<file path="src/rtl/usb_ep0_control_transfer_fsm_unit_defines.svh">
// assertion macros shared by the endpoint-zero sequencer rtl
`ifndef USB_EP0_CONTROL_TRANSFER_FSM_UNIT_DEFINES_SVH
`define USB_EP0_CONTROL_TRANSFER_FSM_UNIT_DEFINES_SVH

// same-cycle implication, checked out of reset
`define USBEP0_ASSERT_NOW(label, clk, rst_n, ante, cons, msg) \
  label: assert property (@(posedge clk) disable iff (!rst_n) (ante) |-> (cons)) \
    else $error(msg);

// next-cycle implication, checked out of reset
`define USBEP0_ASSERT_NEXT(label, clk, rst_n, ante, cons, msg) \
  label: assert property (@(posedge clk) disable iff (!rst_n) (ante) |=> (cons)) \
    else $error(msg);

`endif

</file>
<file path="src/rtl/usbep0_pkg.sv">
// types, codes and constants of the endpoint-zero sequencer
package usbep0_pkg;

  localparam int AddrW  = 7;
  localparam int CountW = 7;
  localparam int LenW   = 16;
  localparam int MpsW   = 7;

  localparam logic [MpsW-1:0] MpsReset = 7'd64;

  typedef enum logic [2:0] {
    PH_SETUP      = 3'd0,
    PH_IN_DATA    = 3'd1,
    PH_IN_STATUS  = 3'd2,
    PH_OUT_DATA   = 3'd3,
    PH_OUT_STATUS = 3'd4,
    PH_STALL      = 3'd5
  } phase_t;

  typedef enum logic [1:0] {
    NTF_NONE   = 2'd0,
    NTF_SETUP  = 2'd1,
    NTF_IN     = 2'd2,
    NTF_OUT    = 2'd3
  } notify_t;

  localparam logic KIND_EVENT    = 1'b0;
  localparam logic KIND_SET_ADDR = 1'b1;

  localparam logic [CountW-1:0] SetupCount = 7'd8;

  typedef struct packed {
    logic              kind;
    logic [AddrW-1:0]  address;
    logic              stalled_flag;
    logic              setup_end_flag;
    logic              rx_ready_flag;
    logic [CountW-1:0] rx_count;
    logic [LenW-1:0]   request_length;
    logic              request_in;
    logic              stall_request;
    logic [LenW-1:0]   in_bytes_left;
  } item_t;

  typedef struct packed {
    notify_t          notify;
    logic             clear_stalled;
    logic             clear_setup_end;
    logic             rx_done;
    logic             tx_ready;
    logic             data_end;
    logic             send_stall;
    logic             address_write;
    logic [AddrW-1:0] address_out;
    phase_t           phase;
  } result_t;

  typedef struct packed {
    phase_t           phase;
    logic [AddrW-1:0] pend_addr;
    logic [LenW-1:0]  saved_len;
  } ctx_t;

endpackage

</file>
<file path="src/rtl/usbep0_seq.sv">
// next-phase and command decode for one endpoint-zero item
module usbep0_seq (
  input  usbep0_pkg::item_t                item,
  input  usbep0_pkg::ctx_t                 ctx,
  input  logic [usbep0_pkg::MpsW-1:0]      mps,
  output usbep0_pkg::result_t              res,
  output usbep0_pkg::ctx_t                 ctx_nxt
);

  logic [usbep0_pkg::LenW-1:0] mps_ext;
  logic                        left_fits;
  logic                        len_fits;
  logic                        setup_ok;

  assign mps_ext   = {{(usbep0_pkg::LenW - usbep0_pkg::MpsW){1'b0}}, mps};
  assign left_fits = (item.in_bytes_left <= mps_ext);
  assign len_fits  = (ctx.saved_len <= mps_ext);
  assign setup_ok  = item.rx_ready_flag && (item.rx_count == usbep0_pkg::SetupCount);

  always_comb begin
    res             = '0;
    res.notify      = usbep0_pkg::NTF_NONE;
    res.phase       = ctx.phase;
    ctx_nxt         = ctx;

    if (item.kind == usbep0_pkg::KIND_SET_ADDR) begin
      // address zero goes out at once, others wait for the next event without a reported stall
      if (item.address == '0) begin
        res.address_write = 1'b1;
      end
      ctx_nxt.pend_addr = item.address;
    end else if (item.stalled_flag) begin
      res.clear_stalled = 1'b1;
      ctx_nxt.phase     = usbep0_pkg::PH_SETUP;
    end else begin
      res.clear_setup_end = item.setup_end_flag;
      if (ctx.pend_addr != '0) begin
        res.address_write = 1'b1;
        res.address_out   = ctx.pend_addr;
        ctx_nxt.pend_addr = '0;
      end
      case (ctx.phase)
        usbep0_pkg::PH_SETUP: begin
          if (setup_ok) begin
            ctx_nxt.saved_len = item.request_length;
            res.rx_done       = 1'b1;
            res.notify        = usbep0_pkg::NTF_SETUP;
            if (item.request_length == '0) begin
              res.data_end = 1'b1;
            end
            if (item.stall_request) begin
              res.send_stall = 1'b1;
              ctx_nxt.phase  = usbep0_pkg::PH_STALL;
            end else if (item.request_length != '0) begin
              if (item.request_in) begin
                res.tx_ready = 1'b1;
                if (left_fits) begin
                  res.data_end  = 1'b1;
                  ctx_nxt.phase = usbep0_pkg::PH_OUT_STATUS;
                end else begin
                  ctx_nxt.phase = usbep0_pkg::PH_IN_DATA;
                end
              end else begin
                ctx_nxt.phase = usbep0_pkg::PH_OUT_DATA;
              end
            end else begin
              res.tx_ready  = 1'b1;
              res.data_end  = 1'b1;
              ctx_nxt.phase = usbep0_pkg::PH_IN_STATUS;
            end
          end
        end
        usbep0_pkg::PH_IN_DATA: begin
          res.notify   = usbep0_pkg::NTF_IN;
          res.tx_ready = 1'b1;
          if (left_fits) begin
            res.data_end  = 1'b1;
            ctx_nxt.phase = usbep0_pkg::PH_OUT_STATUS;
          end
        end
        usbep0_pkg::PH_IN_STATUS,
        usbep0_pkg::PH_OUT_STATUS: begin
          ctx_nxt.phase = usbep0_pkg::PH_SETUP;
        end
        usbep0_pkg::PH_OUT_DATA: begin
          // total request length against packet size, not bytes remaining
          if (item.rx_ready_flag) begin
            res.notify  = usbep0_pkg::NTF_OUT;
            res.rx_done = 1'b1;
            if (len_fits) begin
              res.data_end  = 1'b1;
              ctx_nxt.phase = usbep0_pkg::PH_IN_STATUS;
            end
          end
        end
        default: begin
        end
      endcase
    end
    res.phase = ctx_nxt.phase;
  end

endmodule

</file>
<file path="src/rtl/usb_ep0_control_transfer_fsm_unit.sv">
// endpoint-zero control-transfer sequencer, top level
//
// input channel in_*: one item is either a set-address request (in_kind 1)
// or an ep0 interrupt event with the controller flags and setup details.
// output channel out_*: exactly one command set per item, in item order.
// cfg channel: cfg_data writes the ep0 max packet size; cfg_ready is
// always high, writes are expected only while no item is in flight.
//
// an accepted item sits in the input register, is decoded against the
// phase, pending address and saved length, and lands in the output
// register, which drives out_valid. one item per cycle is sustained
// while out_ready stays high; the phase state is updated as each
// item moves from the input register to the output register.
//
// a stalled receiver holds the output register and then the input
// register; in_ready drops only when both are full and out_ready is low.
// reset puts the phase in setup, clears pending address and saved length,
// sets the max packet size to 64 and empties both registers.
module usb_ep0_control_transfer_fsm_unit (
  input  logic                          clk,
  input  logic                          rst_n,

  input  logic                          in_valid,
  output logic                          in_ready,
  input  logic                          in_kind,
  input  logic [usbep0_pkg::AddrW-1:0]  in_address,
  input  logic                          in_stalled_flag,
  input  logic                          in_setup_end_flag,
  input  logic                          in_rx_ready_flag,
  input  logic [usbep0_pkg::CountW-1:0] in_rx_count,
  input  logic [usbep0_pkg::LenW-1:0]   in_request_length,
  input  logic                          in_request_in,
  input  logic                          in_stall_request,
  input  logic [usbep0_pkg::LenW-1:0]   in_in_bytes_left,

  output logic                          out_valid,
  input  logic                          out_ready,
  output logic [1:0]                    out_notify,
  output logic                          out_clear_stalled,
  output logic                          out_clear_setup_end,
  output logic                          out_rx_done,
  output logic                          out_tx_ready,
  output logic                          out_data_end,
  output logic                          out_send_stall,
  output logic                          out_address_write,
  output logic [usbep0_pkg::AddrW-1:0]  out_address_out,
  output logic [2:0]                    out_phase,

  input  logic                          cfg_valid,
  output logic                          cfg_ready,
  input  logic [usbep0_pkg::MpsW-1:0]   cfg_data
);

`include "usb_ep0_control_transfer_fsm_unit_defines.svh"

  logic                          in_vld_r;
  usbep0_pkg::item_t             item_r;
  logic                          out_vld_r;
  usbep0_pkg::result_t           res_r;
  usbep0_pkg::ctx_t              ctx_r;
  usbep0_pkg::ctx_t              ctx_nxt;
  usbep0_pkg::result_t           res_nxt;
  logic [usbep0_pkg::MpsW-1:0]   mps_r;
  usbep0_pkg::item_t             item_in;
  logic                          advance;
  logic                          in_fire;

  assign item_in.kind           = in_kind;
  assign item_in.address        = in_address;
  assign item_in.stalled_flag   = in_stalled_flag;
  assign item_in.setup_end_flag = in_setup_end_flag;
  assign item_in.rx_ready_flag  = in_rx_ready_flag;
  assign item_in.rx_count       = in_rx_count;
  assign item_in.request_length = in_request_length;
  assign item_in.request_in     = in_request_in;
  assign item_in.stall_request  = in_stall_request;
  assign item_in.in_bytes_left  = in_in_bytes_left;

  // input register moves on when the output register is free or draining
  assign advance   = in_vld_r && (!out_vld_r || out_ready);
  assign in_ready  = !in_vld_r || advance;
  assign in_fire   = in_valid && in_ready;
  assign cfg_ready = 1'b1;

  usbep0_seq u_seq (
    .item    (item_r),
    .ctx     (ctx_r),
    .mps     (mps_r),
    .res     (res_nxt),
    .ctx_nxt (ctx_nxt)
  );

  always_ff @(posedge clk) begin
    if (!rst_n) begin
      in_vld_r        <= 1'b0;
      out_vld_r       <= 1'b0;
      ctx_r.phase     <= usbep0_pkg::PH_SETUP;
      ctx_r.pend_addr <= '0;
      ctx_r.saved_len <= '0;
      mps_r           <= usbep0_pkg::MpsReset;
    end else begin
      if (in_fire) begin
        in_vld_r <= 1'b1;
      end else if (advance) begin
        in_vld_r <= 1'b0;
      end
      if (advance) begin
        out_vld_r <= 1'b1;
        ctx_r     <= ctx_nxt;
      end else if (out_ready) begin
        out_vld_r <= 1'b0;
      end
      if (cfg_valid) begin
        mps_r <= cfg_data;
      end
    end
  end

  always_ff @(posedge clk) begin
    if (in_fire) begin
      item_r <= item_in;
    end
    if (advance) begin
      res_r <= res_nxt;
    end
  end

  assign out_valid           = out_vld_r;
  assign out_notify          = res_r.notify;
  assign out_clear_stalled   = res_r.clear_stalled;
  assign out_clear_setup_end = res_r.clear_setup_end;
  assign out_rx_done         = res_r.rx_done;
  assign out_tx_ready        = res_r.tx_ready;
  assign out_data_end        = res_r.data_end;
  assign out_send_stall      = res_r.send_stall;
  assign out_address_write   = res_r.address_write;
  assign out_address_out     = res_r.address_out;
  assign out_phase           = res_r.phase;

  `USBEP0_ASSERT_NOW(a_addr_zero_idle, clk, rst_n,
    out_vld_r && !res_r.address_write, res_r.address_out == '0,
    "address_out nonzero without address_write")
  `USBEP0_ASSERT_NOW(a_stall_phase, clk, rst_n,
    out_vld_r && res_r.send_stall, res_r.phase == usbep0_pkg::PH_STALL,
    "stall commanded without entering stall phase")
  `USBEP0_ASSERT_NEXT(a_stall_to_setup, clk, rst_n,
    advance && (item_r.kind == usbep0_pkg::KIND_EVENT) && item_r.stalled_flag,
    ctx_r.phase == usbep0_pkg::PH_SETUP,
    "reported stall did not return to setup phase")
  `USBEP0_ASSERT_NEXT(a_pend_cleared, clk, rst_n,
    advance && (item_r.kind == usbep0_pkg::KIND_EVENT) && !item_r.stalled_flag,
    ctx_r.pend_addr == '0,
    "pending address not cleared by an event")
  `USBEP0_ASSERT_NEXT(a_accept_held, clk, rst_n,
    in_fire, in_vld_r,
    "accepted item not held in the input register")

endmodule

</file>
<file path="config.mk">
export PLATFORM = sky130hd
export DESIGN_NAME = usb_ep0_control_transfer_fsm_unit
export DESIGN_NICKNAME = d
export VERILOG_FILES = /design/src/rtl/usbep0_pkg.sv /design/src/rtl/usbep0_seq.sv /design/src/rtl/usb_ep0_control_transfer_fsm_unit.sv
export VERILOG_INCLUDE_DIRS = /design/src /design/src/rtl
export SDC_FILE = /design/constraint.sdc
export NUM_CORES = 1
export LEC_CHECK = 0
export ABC_AREA = 1
export BUFFER_PORTS_ARGS = -buffer_cell sky130_fd_sc_hd__buf_2
export CORE_MARGIN = 5
export CORE_UTILIZATION = 56
export DETAILED_ROUTE_END_ITERATION = 6
export MAX_ROUTING_LAYER = met4
export PLACE_DENSITY = 0.9
export SLEW_MARGIN = 20
export SYNTH_ARGS = -nofsm -noshare
export SYNTH_HDL_FRONTEND = slang
export SYNTH_HIERARCHICAL = 1
export SYNTH_SLANG_ARGS = --single-unit
</file>
<file path="constraint.sdc">
create_clock -name clk -period 2.8 [get_ports clk]
set_input_delay 0.56 -clock clk [delete_from_list [all_inputs] [get_ports clk]]
set_output_delay 0.56 -clock clk [all_outputs]
set_load 0.05 [all_outputs]
</file>
### Yosys cells after proc, flatten, opt, wreduce, memory -nomap -nowiden

Index checks and enable logic that the tools add are counted.

| cells by class | value |
|---|---|
| $lt $le $gt $ge | 2 |
| eq/ne operators | 6 |
| muxes and demuxes | 42 |
| bitwise logic cells | 5 |
| reductions and logical operators | 21 |

Operator list:

| operator | count |
|---|---|
| 16-bit by 7-bit <= comparator with 1-bit output | 2 |
| 16-bit two-way mux | 2 |
| 3-bit two-way mux | 10 |
| 23-bit two-way mux | 1 |
| 16-bit zero test | 1 |
| 8-bit two-way mux | 2 |
| 16-bit nonzero test | 1 |
| 1-bit two-way mux | 15 |
| 7-bit two-way mux | 2 |
| 3-bit case mux with 4 select lines | 1 |
| 2-bit two-way mux | 4 |
| 7-bit by 4-bit equality test with 1-bit output, second input constant | 1 |
| 7-bit zero test | 1 |
| 7-bit nonzero test | 1 |
| 3-bit by 2-bit equality test with 1-bit output, second input constant | 2 |
| 2-bit case mux with 3 select lines | 1 |
| 2-bit nonzero test | 3 |
| 1-bit inverter | 5 |
| 5-bit AND reduction | 1 |
| 4-bit two-way mux | 1 |
| 1-bit case mux with 2 select lines | 2 |
| 2-bit OR reduction | 2 |
| 4-bit OR reduction | 1 |
| 3-bit by 1-bit equality test with 1-bit output, second input constant | 1 |
| 9 further kinds | 13 |

| storage, ports and cells | value |
|---|---|
| bits in registers | 106 |
| input bits | 64 |

### Depth between registers and ports, before layout

Gate-level depths: netlist of run 1.

| depth | value |
|---|---|
| depth in word-level cells | 9 |
| mapped depth | 21 |
| depth with buffers taken out | 21 |

### Cells and area by module

The synthesis of run 1 kept the hierarchy.

Modules (own cells, without submodules):

| module | instances | cells an instance | area an instance (sq um) | sequential area each (sq um) |
|---|---|---|---|---|
| usb_ep0_control_transfer_fsm_unit | 1 | 286 | 3768.6 | 2832.7 |
| usbep0_seq | 1 | 251 | 1276.2 | 0.0 |

### Worst setup path after synthesis of run 1

Ideal clock, no wire load.

| timing path | value |
|---|---|
| kind | reg2reg |
| from | register out_vld_r, in the netlist out_valid |
| to | register item_r[0] (netlist name) (enable) |
| library setup time | 0.406 ns |
| arrival time | 2.178 ns |
| required time | 2.394 ns |
| slack | 0.215 ns |
| cell stages (with the launch flop) | 4 |
| buffers on the path | 0 |
| clock period less this slack | 2.585 ns |
| cell sequence | dfxtp_1 -> nand3_1 -> nand2_1 -> inv_1 |

| on the way | value |
|---|---|
| word-level cells in the longest chain between the ends | 5 |

RTL lines:

| item | RTL line | source |
|---|---|---|
| from (decl) | usb_ep0_control_transfer_fsm_unit.sv:58 | `logic out_vld_r;` |
| from (signal assigned) | usb_ep0_control_transfer_fsm_unit.sv:96 | `out_vld_r <= 1'b0;` |
| from (signal assigned) | usb_ep0_control_transfer_fsm_unit.sv:108 | `out_vld_r <= 1'b1;` |
| from (signal assigned) | usb_ep0_control_transfer_fsm_unit.sv:111 | `out_vld_r <= 1'b0;` |
| 1-bit zero test | usb_ep0_control_transfer_fsm_unit.sv:80 | `assign advance = in_vld_r && (!out_vld_r \|\| out_ready);` |
| 1-bit logical OR | usb_ep0_control_transfer_fsm_unit.sv:80 |  |
| 1-bit logical AND | usb_ep0_control_transfer_fsm_unit.sv:80 |  |
| 1-bit logical OR | usb_ep0_control_transfer_fsm_unit.sv:81 | `assign in_ready = !in_vld_r \|\| advance;` |
| via in_ready | usb_ep0_control_transfer_fsm_unit.sv:24 | `output logic in_ready,` |
| 1-bit logical AND | usb_ep0_control_transfer_fsm_unit.sv:82 | `assign in_fire = in_valid && in_ready;` |
| via in_fire | usb_ep0_control_transfer_fsm_unit.sv:66 | `logic in_fire;` |
| to (signal assigned) | usb_ep0_control_transfer_fsm_unit.sv:121 | `item_r <= item_in;` |
| to (decl) | usb_ep0_control_transfer_fsm_unit.sv:57 | `usbep0_pkg::item_t item_r;` |

The timed path passes the listed nets, and every way through them passes these cells.
A chain may end at the register's enable or synchronous reset.

==> flow_metrics.env, run 1 <==
export IMPL_fin_setup_tns_ns=0
export IMPL_vias=3805
export IMPL_start_kind="flop"
export IMPL_maxSlewHeadroom_pct=58.3
export IMPL_synth_area_leaders="edfxtp_1, dfxtp_1, nand2_1"
export IMPL_hpwl_um=7410
export IMPL_syn_to_final_growth_pct=11.9
export IMPL_grt_pass1_wl_um=16900
export IMPL_whs_path_depth=1
export IMPL_wl_per_cell_um=14.0
export IMPL_p_leak_nw=2.53
export IMPL_ir_drop_uv=313
export IMPL_yosysMostFrequentCell="nand2_1"
export IMPL_cts_htree_levels=3
export IMPL_ctsResizeCount=0
export IMPL_fill_cells=661
export IMPL_period_minus_slack_ns=2.19
export IMPL_yosysWarnings=6
export IMPL_violations="design-rule violations"
export IMPL_clockRootBuffer="clkbuf_8"
export IMPL_reg2reg_depth=17
export IMPL_crit_required_ns=3.07
export IMPL_crit_top_cell="nand2_1"
export IMPL_via_per_inst=5.25
export IMPL_p_total_mw=3.12
export IMPL_synthesis_area_um2=5040
export IMPL_critical_path_class="reg2reg"
export IMPL_rsz0062_at_grt="false"
export IMPL_grt_util_all_layers_pct=19.4
export IMPL_synth_cell_types=36
export IMPL_num_rows=34
export IMPL_start_util_pct=57.6
export IMPL_netlist_instances=537
export IMPL_holdBufCountCts=0
export IMPL_diodes=0
export IMPL_outcome="finished, violations left"
export IMPL_ys_ff_latch=106
export IMPL_end_kind="flop"
export IMPL_cp_max_fo=3
export IMPL_tightest_slew_ns=0.626
export IMPL_clk_path_buf_depth=2
export IMPL_setup_viol=0
export IMPL_timing_final_crit_share_pct=78.3
export IMPL_holdWs_ns=0.352
export IMPL_hp_start="in_in_bytes_left[12]"
export IMPL_drt_iter0_drc=240
export IMPL_path_clk_slew_ns=0.11
export IMPL_synth_ff_type="edfxtp_1"
export IMPL_gp_congestion=0.937
export IMPL_synth_edf_count=71
export IMPL_route_detailed_drc=6
export IMPL_grt_max_degree=54
export IMPL_max_stage_delay_ns=0.35
export IMPL_ioPinCount=86
export IMPL_drtPass1Iterations=7
export IMPL_syn_avg_cell_area_um2=9.39
export IMPL_hold_viol_final=0
export IMPL_nets=690
export IMPL_hold_class="in2reg"
export IMPL_max_freq_ghz=0.456
export IMPL_worstPathBufferInverterCount=2
export IMPL_drv_slew=0
export IMPL_reg2reg_from="mps_r[6]"
export IMPL_worstSkewPairLatency_ns=0.37
export IMPL_timing_rr_end="ctx_r[23]"
export IMPL_r2r_slack_ns=0.61
export IMPL_drive_gt1_share_pct=23.8
export IMPL_grt_pass1_vias=3728
export IMPL_antenna_found_initial=0
export IMPL_finalInstanceArea_um2=5640
export IMPL_yosys_top_cells_count="nand2_1, inv_1, nor2_1"
export IMPL_path_cells="inv_1, ha_1, nand2_1, nor3_1, nand4_1, nand2_1, nand2_1, nand2_1, nand2_1, nand2_1, nand2_1, nand2_1, nand2_1, inv_1, nand3_2, nand2_1, nor2_1"
export IMPL_dpl_instance_area_um2=5450
export IMPL_syn_num_nets=615
export IMPL_drv_cap=0
export IMPL_post_cts_setup_buffers=0
export IMPL_yosysSeqAreaShare_pct=56.2
export IMPL_slowest_stage="dfxtp_1"
export IMPL_clock_skew_ns=0.0112
export IMPL_arrival_ns=2.46
export IMPL_io_buffers=84
export IMPL_ant_nets=0
export IMPL_grt_overflow_total=0
export IMPL_cts_tree="done"
export IMPL_cts_made_buffers=9
export IMPL_dieArea_um2=11000
export IMPL_critPathTopFamily="simple AND/OR/NAND/NOR gates"
export IMPL_die_h_um=105
export IMPL_core_area_um2=8760
export IMPL_wl_um=10100
export IMPL_clkSinkCount=106
export IMPL_min_to="item_r[12]"
export IMPL_async_reset_ff_share_pct=0
export IMPL_die_w_um=105
export IMPL_power_density_nw_per_um2=552
export IMPL_synth_top_cell_by_area="edfxtp_1"
export IMPL_yosys_area_top_type_share_pct=42.3
==> registers in the layout, indices dropped and copies added, names as in the netlist <==
| signal | flops |
|---|---|
| out_send_stall | 1 |
| out_address_out | 7 |
| item_r | 52 |
| out_clear_setup_end | 1 |
| out_tx_ready | 1 |
| ctx_r | 26 |
| out_notify | 2 |
| out_valid | 1 |
| out_rx_done | 1 |
| out_data_end | 1 |
| mps_r | 7 |
| in_vld_r | 1 |
| out_address_write | 1 |
| out_clear_stalled | 1 |
| out_phase | 3 |
==> how the worst max path moves through the flow <==
stage / slack, ns / cells past startpoint / from / endpoint
floorplan: 0.22 / 3 / out_valid / item_r[0]
global placement: 0.86 / 10 / item_r[51] / ctx_r[25]
detailed placement: 0.72 / 17 / mps_r[6] / ctx_r[23]
finish: 0.61 / 17 / mps_r[6] / ctx_r[23]
CTS: 0.66 / 17 / mps_r[6] / ctx_r[23]
global route: 0.42 / 17 / mps_r[6] / ctx_r[23]
==> layer usage <==
layer | part of all wire [%] | GRT usage (%) | wire (µm) | up-vias
met5 | 0 | - | 0 | -
met4 | 1.8 | 6.39 | 187 | 0
met3 | 7.5 | 5.12 | 758 | 22
met2 | 51 | 32.8 | 5120 | 160
met1 | 40 | 22.5 | 4060 | 1738
li1 | - | - | - | 1885
==> through the flow <==
stage               setup slack [ns]  std cells  utilization, %
global placement               0.859        709            62.2
finish                         0.608        725            64.4
floorplan                      0.215        537               -
detailed placement             0.718        709            62.2
global route                   0.424        725            64.4
CTS                            0.660        725            64.4
==> where the power goes <==
part           leakage [nW]  switching (mW)  internal, mW
Combinational          1.44           0.260         0.144
Sequential            0.987          0.0539          1.77
Clock                0.0995           0.546         0.349
==> cells in the final DEF, fill, tap and decap left out, drive strengths merged, types with 3 or more instances in the layout <==
| master | Yosys | routed |
|---|---|---|
| clkinv | 0 | 3 |
| or2 | 3 | 3 |
| o21ai | 28 | 28 |
| nand3 | 34 | 34 |
| nor2 | 78 | 78 |
| inv | 84 | 88 |
| nand2 | 109 | 109 |
| dfxtp | 35 | 35 |
| edfxtp | 71 | 71 |
| a21oi | 35 | 35 |
| clkbuf | 1 | 9 |
| nand4 | 7 | 7 |
| ha | 14 | 14 |
| buf | 22 | 87 |
| nor3 | 4 | 4 |
==> layout make-up <==
type                       instances  area [µm²]  area share (%)
timing repair buffer              87         455            8.07
inverter                          84         315            5.59
clock inverter                     7        71.3            1.26
multi-input combinational        324        1710            30.3
sequential                       106        2830            50.2
clock buffer                       9         124            2.19
tap                              108         135            2.39
==> kinds of logic (layout without fill, tap and decap cells) <==
logic type      after synthesis  in the layout  synth area share [%]
buf+inv                     107            187                  10.0
simple gates                239            239                  22.7
compound gates               70             70                  7.52
flops                       106            106                  56.2
other cells                   1              1                0.0743
fa+ha+maj                    14             14                  3.47
No activity file was read; power rests on OpenSTA's default activity.
==> inputs of run 2 (changes only) <==
--- a/config.mk
+++ b/config.mk
@@ -9,10 +9,10 @@
 export ABC_AREA = 1
 export BUFFER_PORTS_ARGS = -buffer_cell sky130_fd_sc_hd__buf_2
 export CORE_MARGIN = 5
-export CORE_UTILIZATION = 56
+export CORE_UTILIZATION = 51
 export DETAILED_ROUTE_END_ITERATION = 6
 export MAX_ROUTING_LAYER = met4
-export PLACE_DENSITY = 0.9
+export PLACE_DENSITY = 0.86
 export SLEW_MARGIN = 20
 export SYNTH_ARGS = -nofsm -noshare
 export SYNTH_HDL_FRONTEND = slang
==> constraint.sdc (replaced) <==
create_clock -name clk -period 1.9 [get_ports clk]
set_input_delay 0.38 -clock clk [delete_from_list [all_inputs] [get_ports clk]]
set_output_delay 0.38 -clock clk [all_outputs]
set_load 0.05 [all_outputs]
==> run 2 against run 1 <==
The flow finishes with violations (negative setup slack). Setup slack worse by 0.80 ns. Sequential cell count unchanged. Combinational power up 57%. Global-route usage down 1.8 points. Register-to-register slack worse by 0.80 ns.
==> flow_metrics.env, run 2 (synthesis gave the netlist of run 1 again) <==
export IMPL_outcome="finished, violations left"
export IMPL_violations="negative setup slack"
export IMPL_regMostFlops="item_r"
export IMPL_start_util_pct=51.9
export IMPL_num_rows=36
export IMPL_clock_power_share_pct=27.7
export IMPL_grt_max_degree=54
export IMPL_reg_top3="item_r (52), ctx_r (26)"
export IMPL_holdBufCountCts=0
export IMPL_gp_congestion=0.912
export IMPL_via_per_inst=4.97
export IMPL_grt_util_all_layers_pct=17.6
export IMPL_multi_input_area_um2=1790
export IMPL_largest_reg_flops=52
export IMPL_clockRootBuffer="clkbuf_8"
export IMPL_hold_class="in2reg"
export IMPL_drt_iter0_drc=229
export IMPL_vias=3790
export IMPL_core_area_um2=9730
export IMPL_drive_gt1_share_pct=28.3
export IMPL_grt_util_met3_pct=4.58
export IMPL_ioPinCount=86
export IMPL_cts_htree_levels=3
export IMPL_fill_cells=808
export IMPL_maxSlewHeadroom_pct=57.8
export IMPL_cts_tree="done"
export IMPL_end_kind="flop"
export IMPL_wl_per_cell_um=13.6
export IMPL_met2_usage_pct=29.6
export IMPL_use_met1_pct=20.3
export IMPL_setup_viol=4
export IMPL_route_detailed_drc=0
export IMPL_grt_pass1_wl_um=15900
export IMPL_layout_cells_most_common_list="nand2_1, buf_2, inv_1, nor2_1, edfxtp_1"
export IMPL_switching_share_pct=27.3
export IMPL_cts_made_buffers=9
export IMPL_comb_power_share_pct=13.9
export IMPL_ir_drop_uv=637
export IMPL_ant_nets=0
export IMPL_crit_required_ns=2.17
export IMPL_io_buffers=84
export IMPL_clock_skew_ns=0.0178
export IMPL_nets=702
export IMPL_cp_max_fo=3
export IMPL_arrival_ns=2.36
export IMPL_wl_um=10400
export IMPL_grt_busiest_layer="met2"
export IMPL_die_h_um=109
export IMPL_p_int_mw=3.33
export IMPL_final_seq_area_um2=2840
export IMPL_clk_path_buf_depth=2
export IMPL_start_kind="flop"
export IMPL_seqPwrFrac_pct=58.5
export IMPL_drv_cap=0
export IMPL_critical_path_class="reg2reg"
export IMPL_diodes=0
export IMPL_path_clk_slew_ns=0.11
export IMPL_period_minus_slack_ns=2.09
export IMPL_final_common_cell="nand2_1"
export IMPL_drtPass1Iterations=6
export IMPL_grt_overflow_total=0
export IMPL_timing_final_crit_share_pct=110
export IMPL_tightest_slew_ns=0.633
export IMPL_syn_to_final_growth_pct=16.1
export IMPL_p_leak_nw=2.61
export IMPL_drv_slew=0
export IMPL_hpwl_um=7310
export IMPL_whs_path_depth=1
export IMPL_dieArea_um2=12000
export IMPL_clkSinkCount=106
export IMPL_die_w_um=109
export IMPL_hold_viol_final=0
export IMPL_rsz0062_at_grt="true"
export IMPL_antenna_found_initial=0
export IMPL_reg2reg_depth=16
export IMPL_post_route_util_pct=60.2
export IMPL_power_density_nw_per_um2=781
export IMPL_max_freq_ghz=0.478
export IMPL_grt_pass1_vias=3633
export IMPL_worstSkewPairLatency_ns=0.38
export IMPL_p_switching_mw=1.25
export IMPL_fin_setup_tns_ns=-0.501
export IMPL_setup_slack_ns=-0.192
## run 2: path summary, 6_finish.rpt
check,slack [ns],endpoint,start
setup / recovery,-0.19,ctx_r[23],item_r[6]
hold / removal,0.17,item_r[41],in_rx_ready_flag
setup reg to reg,-0.19,ctx_r[23],item_r[6]
hold reg to reg,0.47,mps_r[6],mps_r[6]
## run 2: layout make-up
class	instances	share of cell area, %
sequential	106	48.5
timing repair buffer	99	9.62
clock inverter	6	0.769
inverter	84	5.45
tap	133	2.84
multi-input combinational	324	30.6
clock buffer	10	2.18
## run 2: critical path: stages, from the launching register on
cell and delay, ns:
edfxtp_1 0.43, ha_4 0.31, nand2_4 0.05, nor3_4 0.16, nand4_1 0.16, nand2_2 0.11, nand2_1 0.05, nand2_1 0.08
nand2_1 0.06, nand2_1 0.07, nand2_1 0.06, nand2_1 0.08, nand2_2 0.07, inv_2 0.05, nand3_2 0.07, nand2_1 0.11
nor2_1 0.06
## run 2: layer usage
| layer | share of wire, % | vias to the layer above | wire, µm |
|---|---|---|---|
| met5 | 0 | - | 0 |
| met4 | 2.6 | 0 | 274 |
| met3 | 7.1 | 27 | 734 |
| met2 | 49 | 141 | 5100 |
| met1 | 41 | 1703 | 4270 |
| li1 | - | 1919 | - |
## run 2: repair_timing
action,4_1_cts,5_1_grt
gates cloned,0,1
buffers inserted,0,3
endpoints found under the setup margin,3,20
pin swaps,1,14
gates resized for setup,4,17
## run 2: power by group through the flow
stage                     clock network [mW]  registers, mW  logic (mW)
after detailed placement                   0           2.72       0.602
after global placement                     0           2.72       0.570
after CTS                               1.29           2.67       0.606
final                                   1.27           2.68       0.634
after floorplan                            0           2.76       0.390
after global routing                    1.39           2.69       0.708
## run 2: stage by stage
stage | cell area, µm² | setup WS, ns | cells | total power [mW] | hold slack, ns
2_1_floorplan | 5070 | -0.0424 | 537 | 3.15 | 0.429
3_3_place_gp | 5560 | 0.0128 | 742 | 3.29 | 0.446
3_5_place_dp | 5560 | -0.169 | 742 | 3.33 | 0.461
4_1_cts | 5740 | -0.0889 | 758 | 4.57 | 0.155
5_1_grt | 5860 | -0.341 | 762 | 4.79 | 0.136
6_report | 5860 | -0.192 | 762 | 4.58 | 0.166
